===== config.mk =====
export PLATFORM = sky130hd
export DESIGN_NAME = clnsd_ctrl
export DESIGN_NICKNAME = d
export VERILOG_FILES = /design/src/hw/rtl/clnsd_pkg.sv /design/src/hw/rtl/clnsd_ctrl.sv
export SDC_FILE = /design/constraint.sdc
export NUM_CORES = 1
export LEC_CHECK = 0
export ABC_AREA = 1
export BUFFER_PORTS_ARGS = -buffer_cell sky130_fd_sc_hd__buf_2
export CAP_MARGIN = 40
export CORE_ASPECT_RATIO = 0.7
export CORE_UTILIZATION = 30
export CTS_CLUSTER_DIAMETER = 60
export DETAILED_ROUTE_END_ITERATION = 10
export GPL_ROUTABILITY_DRIVEN = 0
export PLACE_DENSITY = 0.5
export SLEW_MARGIN = 25
export SYNTH_ARGS = -nofsm -noshare
export SYNTH_HDL_FRONTEND = slang
export SYNTH_SLANG_ARGS = --single-unit

===== constraint.sdc =====
create_clock -name clk -period 1.6 [get_ports clk]
set_input_delay 0 -clock clk [delete_from_list [all_inputs] [get_ports clk]]
set_output_delay 0 -clock clk [all_outputs]
set_load 0.05 [all_outputs]

===== src/hw/rtl/clnsd_pkg.sv =====
// Shared types, constants and helper functions of the cell list neighbour search.
// Used by clnsd_ctrl, clnsd_dp and the top level; depends on nothing.
package clnsd_pkg;

	localparam int MAX_PARTICLES      = 64;
	localparam int MAX_CELLS_PER_SIDE = 16;
	localparam int CNT_W   = $clog2(MAX_PARTICLES + 1);
	localparam int IDX_W   = $clog2(MAX_PARTICLES);
	localparam int POS_W   = 16;
	localparam int CELL_W  = $clog2(MAX_CELLS_PER_SIDE);
	localparam int HEAD_AW = 3 * CELL_W;
	localparam int SIDE_W  = 5;
	localparam int DIST_W  = 34;
	localparam int SQ_W    = 2 * POS_W;
	localparam logic [POS_W:0] HALF_BOX = 17'h08000;
	localparam logic [POS_W:0] BOX      = 17'h10000;

	typedef logic [1:0] mode_t;
	localparam mode_t MODE_CLEAR = 2'd0;
	localparam mode_t MODE_LOAD  = 2'd1;
	localparam mode_t MODE_QUERY = 2'd2;

	typedef logic [1:0] status_t;
	localparam status_t ST_NEIGH = 2'd0;
	localparam status_t ST_DONE  = 2'd1;
	localparam status_t ST_FULL  = 2'd2;
	localparam status_t ST_MISS  = 2'd3;

	// APB register slots, taken from paddr[4:3]
	typedef logic [1:0] reg_sel_t;
	localparam reg_sel_t REG_CELLS   = 2'd0;
	localparam reg_sel_t REG_CUTOFF  = 2'd1;
	localparam reg_sel_t REG_PERIODIC = 2'd2;

	typedef struct packed {
		logic [1:0]        n;
		logic [CELL_W-1:0] l0;
		logic [CELL_W-1:0] l1;
		logic [CELL_W-1:0] l2;
	} axis_list_t;

	// Commands from controller to datapath
	typedef struct packed {
		logic       capture;
		logic       sweep;
		logic       cnt_clr;
		logic       head_rd_load;
		logic       head_rd_cell;
		logic       load_wr;
		logic       q_pos_rd;
		logic       q_setup;
		logic       head_take;
		logic       cell_adv;
		logic       part_rd;
		logic       sq_en;
		logic [1:0] sq_axis;
		logic       acc_ld;
		logic       acc_add;
		logic       cmp_step;
		logic       emit_resp;
		logic       emit_load;
		logic       emit_fin;
	} cmd_t;

	// Status from datapath to controller
	typedef struct packed {
		mode_t mode;
		logic  full;
		logic  q_bad;
		logic  sweep_last;
		logic  head_zero;
		logic  next_zero;
		logic  last_cell;
		logic  hit;
		logic  pend_v;
		logic  out_free;
	} stat_t;

	function automatic logic [CELL_W-1:0] bin_of(input logic [POS_W-1:0] pos,
			input logic [SIDE_W-1:0] side);
		logic [POS_W+SIDE_W-1:0] p;
		p = {{SIDE_W{1'b0}}, pos} * {{POS_W{1'b0}}, side};
		return p[POS_W+CELL_W-1:POS_W];
	endfunction

	// Own cell first, then next, previous; edges put previous first, drop or wrap
	function automatic axis_list_t axis_cells(input logic [CELL_W-1:0] c,
			input logic [SIDE_W-1:0] side, input logic per);
		axis_list_t r;
		logic [CELL_W-1:0] sm1;
		sm1  = CELL_W'(side - 5'd1);
		r.n  = 2'd1;
		r.l0 = c;
		r.l1 = '0;
		r.l2 = '0;
		if (side == 5'd2) begin
			r.n  = 2'd2;
			r.l1 = {{(CELL_W-1){1'b0}}, ~c[0]};
		end else if (side > 5'd2) begin
			if (c == '0) begin
				if (per) begin
					r.n  = 2'd3;
					r.l1 = sm1;
					r.l2 = CELL_W'(1);
				end else begin
					r.n  = 2'd2;
					r.l1 = CELL_W'(1);
				end
			end else if (c == sm1) begin
				r.l1 = c - CELL_W'(1);
				r.n  = per ? 2'd3 : 2'd2;
				r.l2 = '0;
			end else begin
				r.n  = 2'd3;
				r.l1 = c + CELL_W'(1);
				r.l2 = c - CELL_W'(1);
			end
		end
		return r;
	endfunction

	function automatic logic [CELL_W-1:0] pick(input axis_list_t l, input logic [1:0] i);
		logic [CELL_W-1:0] r;
		case (i)
			2'd0:    r = l.l0;
			2'd1:    r = l.l1;
			default: r = l.l2;
		endcase
		return r;
	endfunction

endpackage


===== src/hw/rtl/clnsd_ctrl.sv =====
// Controller state machine of the neighbour search: sequences clear sweeps,
// loads and query walks. Depends on clnsd_pkg.
module clnsd_ctrl (
	input  logic             clk,
	input  logic             arst_n,
	input  logic             s_tvalid,
	output logic             s_tready,
	input  clnsd_pkg::stat_t st,
	output clnsd_pkg::cmd_t  cmd
);
	import clnsd_pkg::*;

	typedef enum logic [17:0] {
		S_INIT = 18'h00001, S_IDLE = 18'h00002, S_DEC  = 18'h00004,
		S_CLR  = 18'h00008, S_RESP = 18'h00010, S_LRD  = 18'h00020,
		S_LWR  = 18'h00040, S_QPOS = 18'h00080, S_QSET = 18'h00100,
		S_CELL = 18'h00200, S_HEAD = 18'h00400, S_PRD  = 18'h00800,
		S_D0   = 18'h01000, S_D1   = 18'h02000, S_D2   = 18'h04000,
		S_D3   = 18'h08000, S_CMP  = 18'h10000, S_FIN  = 18'h20000
	} state_t;

	state_t state_q, state_d;

	always_ff @(posedge clk or negedge arst_n) begin
		if (!arst_n) state_q <= S_INIT;
		else         state_q <= state_d;
	end

	assign s_tready = (state_q == S_IDLE);

	always_comb begin
		state_d = state_q;
		cmd     = '0;
		unique case (state_q)
			S_INIT: begin
				cmd.sweep = 1'b1;
				if (st.sweep_last) state_d = S_IDLE;
			end
			S_IDLE: begin
				cmd.capture = s_tvalid;
				if (s_tvalid) state_d = S_DEC;
			end
			S_DEC: begin
				case (st.mode)
					MODE_CLEAR: state_d = S_CLR;
					MODE_LOAD:  state_d = st.full ? S_RESP : S_LRD;
					MODE_QUERY: state_d = st.q_bad ? S_RESP : S_QPOS;
					default:    state_d = S_RESP;
				endcase
			end
			S_CLR: begin
				cmd.sweep   = 1'b1;
				cmd.cnt_clr = 1'b1;
				if (st.sweep_last) state_d = S_RESP;
			end
			S_RESP: begin
				if (st.out_free) begin
					cmd.emit_resp = 1'b1;
					state_d       = S_IDLE;
				end
			end
			S_LRD: begin
				cmd.head_rd_load = 1'b1;
				state_d          = S_LWR;
			end
			S_LWR: begin
				if (st.out_free) begin
					cmd.load_wr   = 1'b1;
					cmd.emit_load = 1'b1;
					state_d       = S_IDLE;
				end
			end
			S_QPOS: begin
				cmd.q_pos_rd = 1'b1;
				state_d      = S_QSET;
			end
			S_QSET: begin
				cmd.q_setup = 1'b1;
				state_d     = S_CELL;
			end
			S_CELL: begin
				cmd.head_rd_cell = 1'b1;
				state_d          = S_HEAD;
			end
			S_HEAD: begin
				cmd.head_take = 1'b1;
				if (!st.head_zero) begin
					state_d = S_PRD;
				end else if (st.last_cell) begin
					state_d = S_FIN;
				end else begin
					cmd.cell_adv = 1'b1;
					state_d      = S_CELL;
				end
			end
			S_PRD: begin
				cmd.part_rd = 1'b1;
				state_d     = S_D0;
			end
			S_D0: begin
				cmd.sq_en   = 1'b1;
				cmd.sq_axis = 2'd0;
				state_d     = S_D1;
			end
			S_D1: begin
				cmd.sq_en   = 1'b1;
				cmd.sq_axis = 2'd1;
				cmd.acc_ld  = 1'b1;
				state_d     = S_D2;
			end
			S_D2: begin
				cmd.sq_en   = 1'b1;
				cmd.sq_axis = 2'd2;
				cmd.acc_add = 1'b1;
				state_d     = S_D3;
			end
			S_D3: begin
				cmd.acc_add = 1'b1;
				state_d     = S_CMP;
			end
			S_CMP: begin
				if (!(st.hit && st.pend_v && !st.out_free)) begin
					cmd.cmp_step = 1'b1;
					if (!st.next_zero) begin
						state_d = S_PRD;
					end else if (st.last_cell) begin
						state_d = S_FIN;
					end else begin
						cmd.cell_adv = 1'b1;
						state_d      = S_CELL;
					end
				end
			end
			S_FIN: begin
				if (st.out_free) begin
					cmd.emit_fin = 1'b1;
					state_d      = S_IDLE;
				end
			end
			default: state_d = S_IDLE;
		endcase
	end

endmodule


# Yosys cells after proc, flatten, opt, wreduce, memory -nomap -nowiden
# Cells that the tools add are included.
# word_totals
out_inout_bits,21
wordCells,69
ff_bits,18
inputBits,14
# classes
n_eq_ne,25
n_reduce_logical,8
mux,35
# op_table
cell,count
18-bit one-hot mux with 16 select lines,1
18-bit 2-to-1 mux,8
8-bit one-hot mux with 3 select lines,1
1-bit 2-to-1 mux,21
"18-bit by 1-bit equality test with 1-bit output, second input constant",1
"18-bit by 10-bit equality test with 1-bit output, second input constant",1
"18-bit by 11-bit equality test with 1-bit output, second input constant",1
"18-bit by 12-bit equality test with 1-bit output, second input constant",1
"18-bit by 13-bit equality test with 1-bit output, second input constant",1
"18-bit by 14-bit equality test with 1-bit output, second input constant",1
"18-bit by 15-bit equality test with 1-bit output, second input constant",1
"18-bit by 16-bit equality test with 1-bit output, second input constant",1
"18-bit by 17-bit equality test with 1-bit output, second input constant",1
"18-bit equality test, second input constant",1
"18-bit by 2-bit equality test with 1-bit output, second input constant",1
"18-bit by 3-bit equality test with 1-bit output, second input constant",1
"18-bit by 4-bit equality test with 1-bit output, second input constant",1
"18-bit by 5-bit equality test with 1-bit output, second input constant",1
"18-bit by 6-bit equality test with 1-bit output, second input constant",1
"18-bit by 7-bit equality test with 1-bit output, second input constant",1
"18-bit by 8-bit equality test with 1-bit output, second input constant",1
"18-bit by 9-bit equality test with 1-bit output, second input constant",1
3-bit one-hot mux with 3 select lines,1
8-bit 2-to-1 mux,1
other kinds (12),17

# Longest topological paths before layout
# depth
depth_word,4
ltp_mapped,12
mapped_depth_nobuf,11

# Least setup slack after synthesis
# No wires, ideal clock.
# synth_path
path_kind,register -> output
from,reg state_q[6]
to,out cmd[10] in the netlist's numbering
t_arrival_ns,2.556
required_time_ns,1.600
path_slack_ns,-0.956
stages_incl_launch_ff,10
cell_sequence,dfrtp_1 > nor2_2 > nand2_4 > nor2_8 > nand2_4 > nor2_4 > nand2_2 > o21ai_2 > inv_2 > nor3_1
# synth_lines
item,line,rtl
start: declaration,clnsd_ctrl.sv:22,"state_t state_q, state_d;"
start signal: assignment,clnsd_ctrl.sv:26,else state_q <= state_d;
end: declaration,clnsd_ctrl.sv:9,output clnsd_pkg::cmd_t cmd

==> impl_results.md <==
* FMAX at 540 MHz
* Slack of the worst reg-to-reg path at -0.20 ns
* Sw Share at 46.7%
* Final Hold Vio Count at 0
* Setup crit start kind: flip-flop
* Post-synthesis compound-gate area fraction at 4.73%
* Initial core utilization at 32.7%
* Port buffer count at 34
* Layout Skew at 0.00394 ns
* Worst Setup Slack, final at -0.252 ns
* Cell variety after synth at 27
* Cell taking the most area after synthesis: dfrtp_1
* Leakage power at 0.00161 uW
* TritonCTS buffer count at 3
* Xor/xnor share of the synthesized area at 0%
* WL final at 5210 um
* Adder-cell share of the synthesized area at 0%
* Area of the multi-input gates at 1330 um2
* Crit path required time at 1.60 ns
* Setup violations, final at 30
* Syn-to-layout area delta at 118%
* Max FFs per register at 18
* Synth top area share at 28.7%
* Final worst path period share at 116%
* P per Cell Area at 932 nW/um2
* DIE HEIGHT at 60.8 um
* Yosys warnings at 0
* Clk pwr share at 11.3%
* Most common cell in the synthesized netlist: nor2_1
* Chip width at 86.0 um
* CTS root buf: clkbuf_8
* Sequential share of power at 17.6%
* Drt pass-1 iters at 4
* Final net count at 365
* Worst path depth at 9
* Seq. cell area at 452 um2
* VDD IR-drop max at 915 uV
* Post-synthesis register bit count at 18
* Most flops, register: state_q
* Kind of critical path: flip-flop to output port
* Syn Inst Count at 224
* Critical Path Fanout Max at 4
* Status: complete, but fails checks
* Critical Path Most Common Cell: nor2_4
* Fraction of layout cells with a size suffix above 1 at 65.4%
* RSZ-0062 raised after global routing: true
* Final Max Tran Viols at 0
* Critical Path End Type: output port
* Post-layout util at 71.3%
* Global-route wire length before repair at 8380 um
* Largest family of logic cells by synthesized area: simple AND/OR/NAND/NOR gates
* Commonest cells post-synth: 54 x nor2_1, 45 x nand2_1, 33 x inv_1, 17 x dfrtp_1, 14 x nand3_1
* Max-cap viol count at 0
* CTS H-Tree Depth at 1
* Post-synth EDFFs at 0
* Ports at 35
* Vias in the first global route at 1834
* Core Rows at 20
* Clk Latency, worst-skew pair at 0.26 ns
* Critical-path cell list: nor2_4 > nand2_4 > nor2_4 > buf_6 > buf_12 > nand3b_4 > buf_6 > nor2_4 > buf_8
* Sequential share of the synthesized area at 30.5%
* WL/cell at 12.5 um
* Core area at 4530 um2
* Vias per cell at 4.56
* Failing checks: negative setup slack
* GRT overflow at 0
* Syn nets at 238
* Starting DRT DRC Count at 67
* Rel. slew slack at 70.0%
* Final Critical Period at 1.85 ns
* Dpl hpwl at 3500 um
* Hold crit path type: primary input to flip-flop
* Syn_area_per_cell at 6.61 um2
* Comb pwr share at 71.1%
* Clock sinks at 18
* Cell area after synthesis at 1480 um2
* Via count at 1895
* Slowest stage cell on the critical path: dfrtp_1
* Mux cell area share after synthesis at 0%
* Longest Clk Path Bufs at 2
* Die area at 5230 um2
* Hold depth at 4
* Clk slew on worst S/H paths at 0.07 ns
* CTS tree: yes
* P_sw at 1410 uW
* Largest cells by area after synthesis: dfrtp_1 29%, nor2_1 14%, nand2_1 11%
* Critical path arrival at 1.85 ns
* Remaining DRCs at 0
* Antenna viol nets, final at 0
* Fillers at 326
* Initial antenna violation count at 0
* CP peak stage delay at 0.41 ns
* Synth Area in Simple Gates at 53.6%
* Top FF cell, synth: dfrtp_1
* Worst-Margin Slew at 0.451 ns
* Largest net degree at the start of global routing at 19
* Biggest regs: state_q x18
* P_int at 1600 uW
* Delay-heaviest family, CP: simple AND/OR/NAND/NOR gates
* Post-route setup TNS at -4.40 ns
* Worst Path Buf+Inv at 4
* N_diodes at 0
* Worst reg2reg path depth at 14
* All-Layer GR Usage at 21.3%
* Post-synthesis async set-or-reset flop share at 100%
cell families after synthesis:
group / count (synthesis)
AOI/OAI and AO/OA: 12
buffers and inverters: 40
DFF: 18
and+or+nand+nor: 154
repair_timing:
action,CTS,global route
gates resized for setup,140,52
hold endpoints to repair,19,0
pin swaps,32,30
cloned,0,0
setup endpoints to repair,32,33
buffers inserted,29,12
hold buffers,5,0
tightest hold or removal path, delay by kind of cell:
| kind | cells | cell delay [ns] |
|---|---|---|
| buffers and inverters | 2 | 0.15 |
| AO/OA/AOI/OAI | 1 | 0.07 |
| AND/OR/NAND/NOR | 1 | 0.04 |
final cells by class:
class                           count  share of cell area, %
Tap cell                           66                   2.56
Clock buffer                        4                   1.39
Multi-Input combinational cell    166                   41.3
Timing Repair Buffer              125                   36.3
Sequential cell                    18                   14.0
Inverter                           37                   4.53
cell usage in the layout (no fill, tap or decap), drive strengths merged:
master and instances:
nand3 17, dlygate4sd3 5, buf 120, nand2 52, o21ai 6, a21oi 4, nor4 2, dfstp 1
o32ai 1, nand4 4, nand3b 3, nor2 72, o31ai 1, clkbuf 4, nor3 4, dfrtp 17
inv 37
layer usage:
layer  vias to the layer above  track usage [%]  routed length (um)
met1                       905             27.2                2330
met3                         2             4.35                 171
met2                        36             38.8                2700
met4                         0             3.10                  14
li1                        952                -                   -
met5                         -                0                   0
final timing paths:
check                       startpoint     endpoint
hold reg to reg             state_q[0]   state_q[0]
hold / removal                   st[4]  state_q[11]
min in group asynchronous       arst_n  state_q[11]
setup / recovery            state_q[8]       cmd[0]
setup reg to reg           state_q[12]   state_q[4]
max in group asynchronous       arst_n   state_q[0]
per-stage QoR:
step / total power (uW) / hold slack, ns / setup slack [ns] / instances / cell area [um2]
3_5_place_dp: 1740 / -0.0260 / -0.226 / 375 / 2190
4_1_cts: 2690 / 0.00712 / -0.238 / 408 / 2990
3_3_place_gp: 1740 / -0.0253 / -0.220 / 375 / 2190
5_1_grt: 3200 / 0.0682 / -0.352 / 416 / 3230
2_1_floorplan: 1290 / -0.296 / -0.357 / 224 / 1550
6_report: 3010 / 0.0293 / -0.252 / 416 / 3230
power by group through the flow:
| stage | registers, uW | logic [uW] | clock network, uW |
|---|---|---|---|
| after floorplan | 528 | 765 | 0 |
| after global placement | 524 | 1210 | 0 |
| after detailed placement | 524 | 1210 | 0 |
| after CTS | 527 | 1810 | 353 |
| after global routing | 533 | 2300 | 372 |
| final | 529 | 2140 | 340 |
Power figures use the tool's default switching activity.
